File: config.mk
export PLATFORM = sky130hd
export DESIGN_NAME = priority_ready_queue_top
export DESIGN_NICKNAME = d
export VERILOG_FILES = /design/src/hdl/prq_pkg.sv /design/src/hdl/priority_ready_queue_top.sv /design/src/hdl/prq_ctrl.sv /design/src/hdl/prq_dp.sv
export VERILOG_INCLUDE_DIRS = /design/src /design/src/hdl
export SDC_FILE = /design/constraint.sdc
export NUM_CORES = 1
export LEC_CHECK = 0
export BUFFER_PORTS_ARGS = -buffer_cell sky130_fd_sc_hd__buf_2
export CAP_MARGIN = 20
export CORE_ASPECT_RATIO = 1.25
export CORE_MARGIN = 5
export CORE_UTILIZATION = 61
export DETAILED_ROUTE_END_ITERATION = 6
export PLACE_DENSITY = 0.74
export SLEW_MARGIN = 20
export SYNTH_ARGS = -nofsm -noshare
export SYNTH_HDL_FRONTEND = slang
export SYNTH_HIERARCHICAL = 1
export SYNTH_SLANG_ARGS = --single-unit
File: constraint.sdc
create_clock -name clk -period 5.7 [get_ports clk]
set_input_delay 0.57 -clock clk [delete_from_list [all_inputs] [get_ports clk]]
set_output_delay 0.57 -clock clk [all_outputs]
set_load 0.02 [all_outputs]
File: src/hdl/assert_macros.svh
// Assertion macros used by the top-level design file.
// Depends on nothing; the bodies are empty when SYNTHESIS is defined.
`ifndef ASSERT_MACROS_SVH
`define ASSERT_MACROS_SVH
`ifndef SYNTHESIS
`define ASSERT_IMPL(label, clk, rst_n, prop, msg) \
  label: assert property (@(posedge clk) disable iff (!rst_n) (prop)) else $error(msg);
`define ASSERT_NEXT(label, clk, rst_n, pre, post, msg) \
  label: assert property (@(posedge clk) disable iff (!rst_n) (pre) |=> (post)) else $error(msg);
`else
`define ASSERT_IMPL(label, clk, rst_n, prop, msg)
`define ASSERT_NEXT(label, clk, rst_n, pre, post, msg)
`endif
`endif

File: src/hdl/prq_pkg.sv
// Types and codes shared by the priority ready queue modules.
// Depends on nothing.
package prq_pkg;

  localparam int unsigned OP_W = 3;
  localparam int unsigned SLOT_W = 4;
  localparam int unsigned PRIO_IN_W = 8;

  typedef enum logic [2:0] {
    OP_CLEAR  = 3'd0,
    OP_APPEND = 3'd1,
    OP_INSERT = 3'd2,
    OP_POP    = 3'd3,
    OP_REMOVE = 3'd4
  } op_t;

  typedef enum logic [1:0] {
    ERR_OK        = 2'd0,
    ERR_EMPTY     = 2'd1,
    ERR_QUEUED    = 2'd2,
    ERR_NOT_QUEUED = 2'd3
  } err_t;

  typedef struct packed {
    logic [OP_W-1:0]      op;
    logic [SLOT_W-1:0]    entry;
    logic [PRIO_IN_W-1:0] priority_req;
  } in_req_t;

  typedef struct packed {
    logic [SLOT_W-1:0] result_entry;
    logic              result_valid;
    logic              now_empty;
    logic [1:0]        error_code;
  } out_res_t;

  // Commands from controller to datapath.
  typedef struct packed {
    logic load;     // capture request
    logic capture;  // latch the error code before the list changes
    logic clear;    // drop all flags, empty list
    logic walk_init;// cursor <= head
    logic walk_step;// cursor <= next[cursor]
    logic link;     // link entry ahead of cursor (cursor null: tail)
    logic unlink;   // unlink target (head for pop, entry for remove)
    logic respond;  // drive result strobe
  } prq_cmd_t;

  // Status from datapath to controller.
  typedef struct packed {
    logic [OP_W-1:0] op;
    logic            bad;      // request ends in an error or a no-op
    logic            walk_done;
  } prq_sts_t;

endpackage

File: src/hdl/priority_ready_queue_top.sv
// Priority ready queue: one request in, one result strobe out, receiver cannot stall.
// A request passes decode and the response if it ends in an error or uses an unused code;
// clear, append, pop and remove pass decode, apply and the response, and insert by priority
// walks the next links between decode and apply, one link read per cycle, passing at most
// ENTRIES entries; the next request can be taken at the edge that takes the result.
// Synchronous active-low reset empties the queue; links and priorities are undefined.
`include "assert_macros.svh"
module priority_ready_queue_top #(
  parameter int unsigned ENTRIES = 16,
  parameter int unsigned PRIORITY_BITS = 8
) (
  input  logic              clk,
  input  logic              rst_n,
  input  logic              start,
  output logic              busy,
  input  prq_pkg::in_req_t  in_req,
  output logic              out_strobe,
  output prq_pkg::out_res_t out_res
);

  // Command and status between the controller and the datapath.
  prq_pkg::prq_cmd_t cmd;
  prq_pkg::prq_sts_t sts;

  // The controller sequences decode, the optional priority walk, the relink or clear and the response.
  prq_ctrl u_ctrl (
    .clk   (clk),
    .rst_n (rst_n),
    .start (start),
    .busy  (busy),
    .sts   (sts),
    .cmd   (cmd)
  );

  // The datapath holds the list and computes each result.
  prq_dp #(
    .ENTRIES       (ENTRIES),
    .PRIORITY_BITS (PRIORITY_BITS)
  ) u_dp (
    .clk        (clk),
    .rst_n      (rst_n),
    .req        (in_req),
    .cmd        (cmd),
    .sts        (sts),
    .res        (out_res),
    .res_strobe (out_strobe)
  );

  // A request that is accepted makes the block busy in the next cycle.
  `ASSERT_NEXT(a_accept_busy, clk, rst_n, start && !busy, busy, "accept did not raise busy")
  // A result strobe lasts exactly one cycle.
  `ASSERT_NEXT(a_strobe_pulse, clk, rst_n, out_strobe, !out_strobe, "strobe held")
  // Link and unlink never occur together.
  `ASSERT_IMPL(a_cmd_excl, clk, rst_n, !(cmd.link && cmd.unlink), "link and unlink together")

endmodule

File: src/hdl/prq_ctrl.sv
// Controller state machine of the priority ready queue.
// Depends on prq_pkg.
module prq_ctrl (
  input  logic               clk,
  input  logic               rst_n,
  input  logic               start,
  output logic               busy,
  input  prq_pkg::prq_sts_t  sts,
  output prq_pkg::prq_cmd_t  cmd
);

  typedef enum logic [4:0] {
    S_IDLE   = 5'b00001,
    S_DECODE = 5'b00010,
    S_WALK   = 5'b00100,
    S_APPLY  = 5'b01000,
    S_DONE   = 5'b10000
  } state_t;

  state_t state_r, state_nxt;

  always_comb begin
    state_nxt = state_r;
    cmd = '0;
    unique case (state_r)
      S_IDLE: begin
        if (start) begin
          cmd.load = 1'b1;
          state_nxt = S_DECODE;
        end
      end
      S_DECODE: begin
        cmd.capture = 1'b1;
        if (sts.bad) begin
          state_nxt = S_DONE;
        end else if (sts.op == prq_pkg::OP_INSERT) begin
          cmd.walk_init = 1'b1;
          state_nxt = S_WALK;
        end else begin
          state_nxt = S_APPLY;
        end
      end
      S_WALK: begin
        if (sts.walk_done) begin
          state_nxt = S_APPLY;
        end else begin
          cmd.walk_step = 1'b1;
        end
      end
      S_APPLY: begin
        case (sts.op) inside
          prq_pkg::OP_CLEAR:  cmd.clear = 1'b1;
          prq_pkg::OP_APPEND, prq_pkg::OP_INSERT: cmd.link = 1'b1;
          default: cmd.unlink = 1'b1;
        endcase
        state_nxt = S_DONE;
      end
      S_DONE: begin
        cmd.respond = 1'b1;
        state_nxt = S_IDLE;
      end
      default: state_nxt = S_IDLE;
    endcase
  end

  always_ff @(posedge clk) begin
    if (!rst_n) begin
      state_r <= S_IDLE;
    end else begin
      state_r <= state_nxt;
    end
  end

  assign busy = (state_r != S_IDLE);

endmodule

File: src/hdl/prq_dp.sv
// Datapath of the priority ready queue: link stores, flags, head, tail, walk cursor.
// Depends on prq_pkg.
module prq_dp #(
  parameter int unsigned ENTRIES = 16,
  parameter int unsigned PRIORITY_BITS = 8
) (
  input  logic                clk,
  input  logic                rst_n,
  input  prq_pkg::in_req_t    req,
  input  prq_pkg::prq_cmd_t   cmd,
  output prq_pkg::prq_sts_t   sts,
  output prq_pkg::out_res_t   res,
  output logic                res_strobe
);

  localparam int unsigned IW = $clog2(ENTRIES);
  localparam int unsigned LW = $clog2(ENTRIES + 1);
  localparam int unsigned CW = $clog2(ENTRIES + 2);
  localparam logic [LW-1:0] NIL = LW'(ENTRIES);

  logic [LW-1:0]            next_link [ENTRIES];
  logic [LW-1:0]            prev_link [ENTRIES];
  logic [PRIORITY_BITS-1:0] prio_mem  [ENTRIES];
  logic [ENTRIES-1:0]       queued_r;
  logic [LW-1:0]            head_r, tail_r, cur_r, cur_nxt;
  logic [CW-1:0]            steps_r;

  logic [prq_pkg::OP_W-1:0]   op_r;
  logic [prq_pkg::SLOT_W-1:0] entry_r;
  logic [PRIORITY_BITS-1:0]   prio_r;
  logic [1:0]                 err_r;
  logic [prq_pkg::SLOT_W-1:0] res_entry_r;
  logic                       res_valid_r;

  logic          in_range;
  logic [IW-1:0] ent_i;
  logic [1:0]    err_c;

  assign in_range = ({{(32-prq_pkg::SLOT_W){1'b0}}, entry_r} < ENTRIES);
  assign ent_i = IW'(entry_r);

  always_comb begin
    err_c = prq_pkg::ERR_OK;
    case (op_r) inside
      prq_pkg::OP_APPEND, prq_pkg::OP_INSERT: begin
        if (!in_range) err_c = prq_pkg::ERR_NOT_QUEUED;
        else if (queued_r[ent_i]) err_c = prq_pkg::ERR_QUEUED;
      end
      prq_pkg::OP_POP: if (head_r == NIL) err_c = prq_pkg::ERR_EMPTY;
      prq_pkg::OP_REMOVE:
        if (!in_range || !queued_r[ent_i]) err_c = prq_pkg::ERR_NOT_QUEUED;
      default: err_c = prq_pkg::ERR_OK;
    endcase
  end

  assign sts.op = op_r;
  assign sts.bad = (err_c != prq_pkg::ERR_OK) || (op_r > prq_pkg::OP_REMOVE);
  assign sts.walk_done = (cur_r == NIL) || (steps_r >= CW'(ENTRIES)) ||
                         !(prio_mem[IW'(cur_r)] > prio_r);

  // Unlink target: head for pop, named entry for remove.
  logic [IW-1:0] tgt;
  logic [LW-1:0] un_n, un_p;
  logic [LW-1:0] lk_p;
  assign tgt  = (op_r == prq_pkg::OP_POP) ? IW'(head_r) : ent_i;
  assign un_n = next_link[tgt];
  assign un_p = prev_link[tgt];
  assign lk_p = (cur_r == NIL) ? tail_r : prev_link[IW'(cur_r)];

  always_comb begin
    cur_nxt = cur_r;
    if (cmd.walk_init) cur_nxt = head_r;
    else if (cmd.walk_step) cur_nxt = next_link[IW'(cur_r)];
    else if (cmd.load) cur_nxt = NIL;
  end

  always_ff @(posedge clk) begin
    if (cmd.load) begin
      op_r    <= req.op;
      entry_r <= req.entry;
      prio_r  <= PRIORITY_BITS'(req.priority_req);
    end
    if (cmd.link) begin
      prio_mem[ent_i]  <= prio_r;
      prev_link[ent_i] <= lk_p;
      next_link[ent_i] <= cur_r;
      if (cur_r != NIL) prev_link[IW'(cur_r)] <= LW'(entry_r);
      if (lk_p != NIL) next_link[IW'(lk_p)] <= LW'(entry_r);
    end
    if (cmd.unlink) begin
      if (un_p != NIL) next_link[IW'(un_p)] <= un_n;
      if (un_n != NIL) prev_link[IW'(un_n)] <= un_p;
      next_link[tgt] <= NIL;
      prev_link[tgt] <= NIL;
    end
    if (cmd.load || cmd.walk_init) steps_r <= '0;
    else if (cmd.walk_step) steps_r <= steps_r + 1'b1;
    cur_r <= cur_nxt;
  end

  always_ff @(posedge clk) begin
    if (!rst_n) begin
      queued_r <= '0;
      head_r <= NIL;
      tail_r <= NIL;
      res_strobe <= 1'b0;
      err_r <= '0;
      res_entry_r <= '0;
      res_valid_r <= 1'b0;
    end else begin
      res_strobe <= 1'b0;
      if (cmd.load) begin
        res_entry_r <= '0;
        res_valid_r <= 1'b0;
      end
      if (cmd.respond) res_strobe <= 1'b1;
      if (cmd.capture) err_r <= err_c;
      if (cmd.clear) begin
        queued_r <= '0;
        head_r <= NIL;
        tail_r <= NIL;
      end
      if (cmd.link) begin
        queued_r[ent_i] <= 1'b1;
        if (lk_p == NIL) head_r <= LW'(entry_r);
        if (cur_r == NIL) tail_r <= LW'(entry_r);
      end
      if (cmd.unlink) begin
        queued_r[tgt] <= 1'b0;
        if (un_p == NIL) head_r <= un_n;
        if (un_n == NIL) tail_r <= un_p;
        if (op_r == prq_pkg::OP_POP) begin
          res_entry_r <= prq_pkg::SLOT_W'(tgt);
          res_valid_r <= 1'b1;
        end else if (un_n != NIL) begin
          res_entry_r <= prq_pkg::SLOT_W'(un_n);
          res_valid_r <= 1'b1;
        end
      end
    end
  end

  assign res.result_entry = res_entry_r;
  assign res.result_valid = res_valid_r;
  assign res.now_empty    = (head_r == NIL);
  assign res.error_code   = err_r;

endmodule

==> metrics.md <==
| Metric | Value |
|---|---|
| Run status | finished, final reports clean |
| Routed Antenna Nets | 0 |
| H-tree levels | 2 |
| Actual slew at the worst max-slew pin | 1270 ps |
| CTS Buf Count | 38 |
| Critical path's slowest cell | mux2i_4 |
| Max_cap viols | 0 |
| Share of the synthesized area in the top cell type | 0.215 |
| Crit-path leading delay family | simple AND/OR/NAND/NOR gates |
| Cts hold-fix bufs | 0 |
| Nets | 2014 |
| DP HPWL | 53700 um |
| Ys Warns | 6 |
| Vias in the first global route | 17700 |
| Initial drt markers | 2332 |
| P&R area growth vs syn | 9.40% |
| Syn_nets | 2035 |
| Register area share after synthesis | 0.417 |
| Crit Path Max Fanout | 20 |
| Synth Flop Type | dfxtp_1 |
| # rows | 75 |
| Final Skew | 18.7 ps |
| Final Max Tran Viols | 0 |
| EDFF count, synth | 148 |
| Routed WL per cell | 31.6 um |
| Clock Latency Late Sink | 550 ps |
| CTS clk-pin slew, worst paths | 60 ps |
| Placed cell areas | 21300 um^2 |
| Min Tclk post-route | 4910 ps |
| PD cells | 264 nW/um^2 |
| Final setup fails | 0 |
| RSZ-0062 raised after global routing | no |
| Crit start category | flip-flop |
| Max Freq | 0.203 GHz |
| VDD IR-drop max | 0.230 mV |
| Vias | 18200 |
| Worst Path Required | 6170 ps |
| Met2 Usage GRT | 0.630 |
| Worst rel slew slack | 0.154 |
| Input/output buffers | 27 |
| Clk buf depth | 3 |
| Via density | 7.48 |
| TritonCTS clock tree | yes |
| Busiest grt layer | met2 |
| Most instantiated cells after synthesis | nor2_1 (244), mux2i_1 (242), dfxtp_1 (208) |
| Starting Density | 0.616 |
| Initial antenna violation count | 2 |
| Hold Slack | 202 ps |
| Share of cells above drive strength 1 | 0.168 |
| FFs w/ async S/R, synth | 0 |
| CTS resizes | 0 |
| Met1 Usage GRT | 0.482 |
| Die width | 175 um |
| Synth Area per Inst | 10.3 um^2 |
| Post-CTS setup buffers | 0 |
| Synth Register Bits | 356 |
| Post-route cell area | 22600 um^2 |
| Final period util | 0.862 |
| All-Layer GR Usage | 0.399 |
| Crit Path Class | reg -> reg |
| CTS Sinks | 356 |
| Die area | 37600 um^2 |
| Yosys cell types | 90 |
| WL final | 77100 um |
| Placer Congestion | 1.10 |
| Max stage delay on crit path | 890 ps |
| Final Hold Fails | 0 |
| Most common cell in the netlist | nor2_1 |
| Chip height | 216 um |
| Element type at the critical path end | flip-flop |
| DRC Markers | 0 |
| Inserted Diodes | 0 |
| Core box area | 33500 um^2 |
| First-pass DRT Iterations | 6 |
| CTS root buffer | clkbuf_16 |
| Worst Hold Class | in -> reg |
| Global route total overflow | 0 |
| Setup TNS | 0 ps |
| Synth top area cells | edfxtp_1 (22%), dfxtp_1 (20%), mux2i_1 (12%) |
| Arrival time worst endpoint | 5390 ps |
| Synth Cell Area | 20600 um^2 |
| CP Buf/Inv Count | 1 |
| Syn Inst Count | 2008 |
| Final Core Density | 0.674 |
| IO Count | 28 |
| Cell taking the most area after synthesis | edfxtp_1 |
| Critical path cell sequence | and3b_1, mux2i_4, buf_12, mux2i_1, o22a_1, nand4_1, nor2_1, nand3_1, o211ai_1 |
| First-pass GRT wire length | 113000 um |
| Total power | 5.96 mW |
| Pleak | 8.00 nW |
| Grt met3 use | 0.0887 |
| Largest net degree at the start of global routing | 46 |
logic make-up after synthesis:
group / Yosys count / synth area share
AO/OA/AOI/OAI: 472 / 0.164
XOR/XNOR: 7 / 0.00297
adder cells (fa/ha/maj): 9 / 0.00546
buffers and inverters: 203 / 0.0432
flip-flops: 356 / 0.417
multiplexers: 339 / 0.219
AND/OR/NAND/NOR: 622 / 0.148
power breakdown:
part	leakage (nW)	total [mW]	internal [mW]	switching, mW
combinational	4.38	0.644	0.242	0.401
sequential	3.02	2.79	2.69	0.100
clock	0.608	2.53	1.47	1.06
cell type report:
type	count	area (um^2)
Multi-Input combinational cell	1449	11200
Fill cell	2522	10900
Sequential cell	356	8620
Clock buffer	52	1070
Timing Repair Buffer	113	822
Tap cell	423	529
Clock inverter	16	183
Inverter	29	109
cell usage in the layout (no fill, tap or decap), drive strengths merged, types with 52 or more instances in the layout:
cell | netlist | layout
mux4 | 88 | 88
a21oi | 92 | 92
nor2 | 245 | 245
dfxtp | 208 | 208
nand3 | 54 | 54
buf | 70 | 113
clkbuf | 104 | 52
a211oi | 93 | 93
mux2i | 245 | 245
edfxtp | 148 | 148
nand2 | 153 | 153
o21ai | 72 | 72
per-stage QoR:
step	setup WS (ps)	instances
5_1_grt	687	2438
4_1_cts	981	2437
6_report	785	2438
3_3_place_gp	1280	2369
2_1_floorplan	915	2008
3_5_place_dp	1070	2369
sequential cells by signal, indices dropped and copies added, names as in the netlist, named ones only:
signal            count
u_dp/prio_mem       128
u_dp/next_link       80
u_dp/prev_link       80
u_dp/queued_r        16
u_dp/prio_r           8
u_ctrl/state_r        5
u_dp/cur_r            5
u_dp/head_r           5
u_dp/steps_r          5
u_dp/tail_r           5
u_dp/ent_i            4
u_dp/res_entry_r      4
u_dp/op_r             3
u_dp/err_r            2
u_dp/res_strobe       1
u_dp/res_valid_r      1
worst reg2reg max path: stages, from the launching register on:
cell,delay [ps]
edfxtp_1,530
and3b_1,360
mux2i_4,890
buf_12,300
mux2i_1,220
o22a_1,210
nand4_1,850
nor2_1,880
nand3_1,340
o211ai_1,260
final timing paths:
kind	from	end	slack, ps	depth (start not counted)
setup / recovery	u_dp/op_r[2]	u_dp/next_link[0][4]	790	9
hold / removal	in_req[10]	u_dp/ent_i[2]	200	1
setup reg to reg	u_dp/op_r[2]	u_dp/next_link[0][4]	790	9
hold reg to reg	u_dp/err_r[0]	u_dp/err_r[0]	500	1
layer usage:
layer | vias to the layer above | part of all wire
li1 | 7653 | -
met1 | 8755 | 0.35
met2 | 1411 | 0.45
met3 | 417 | 0.11
met4 | 4 | 0.092
met5 | - | 0.00034
Power figures use the tool's default switching activity.
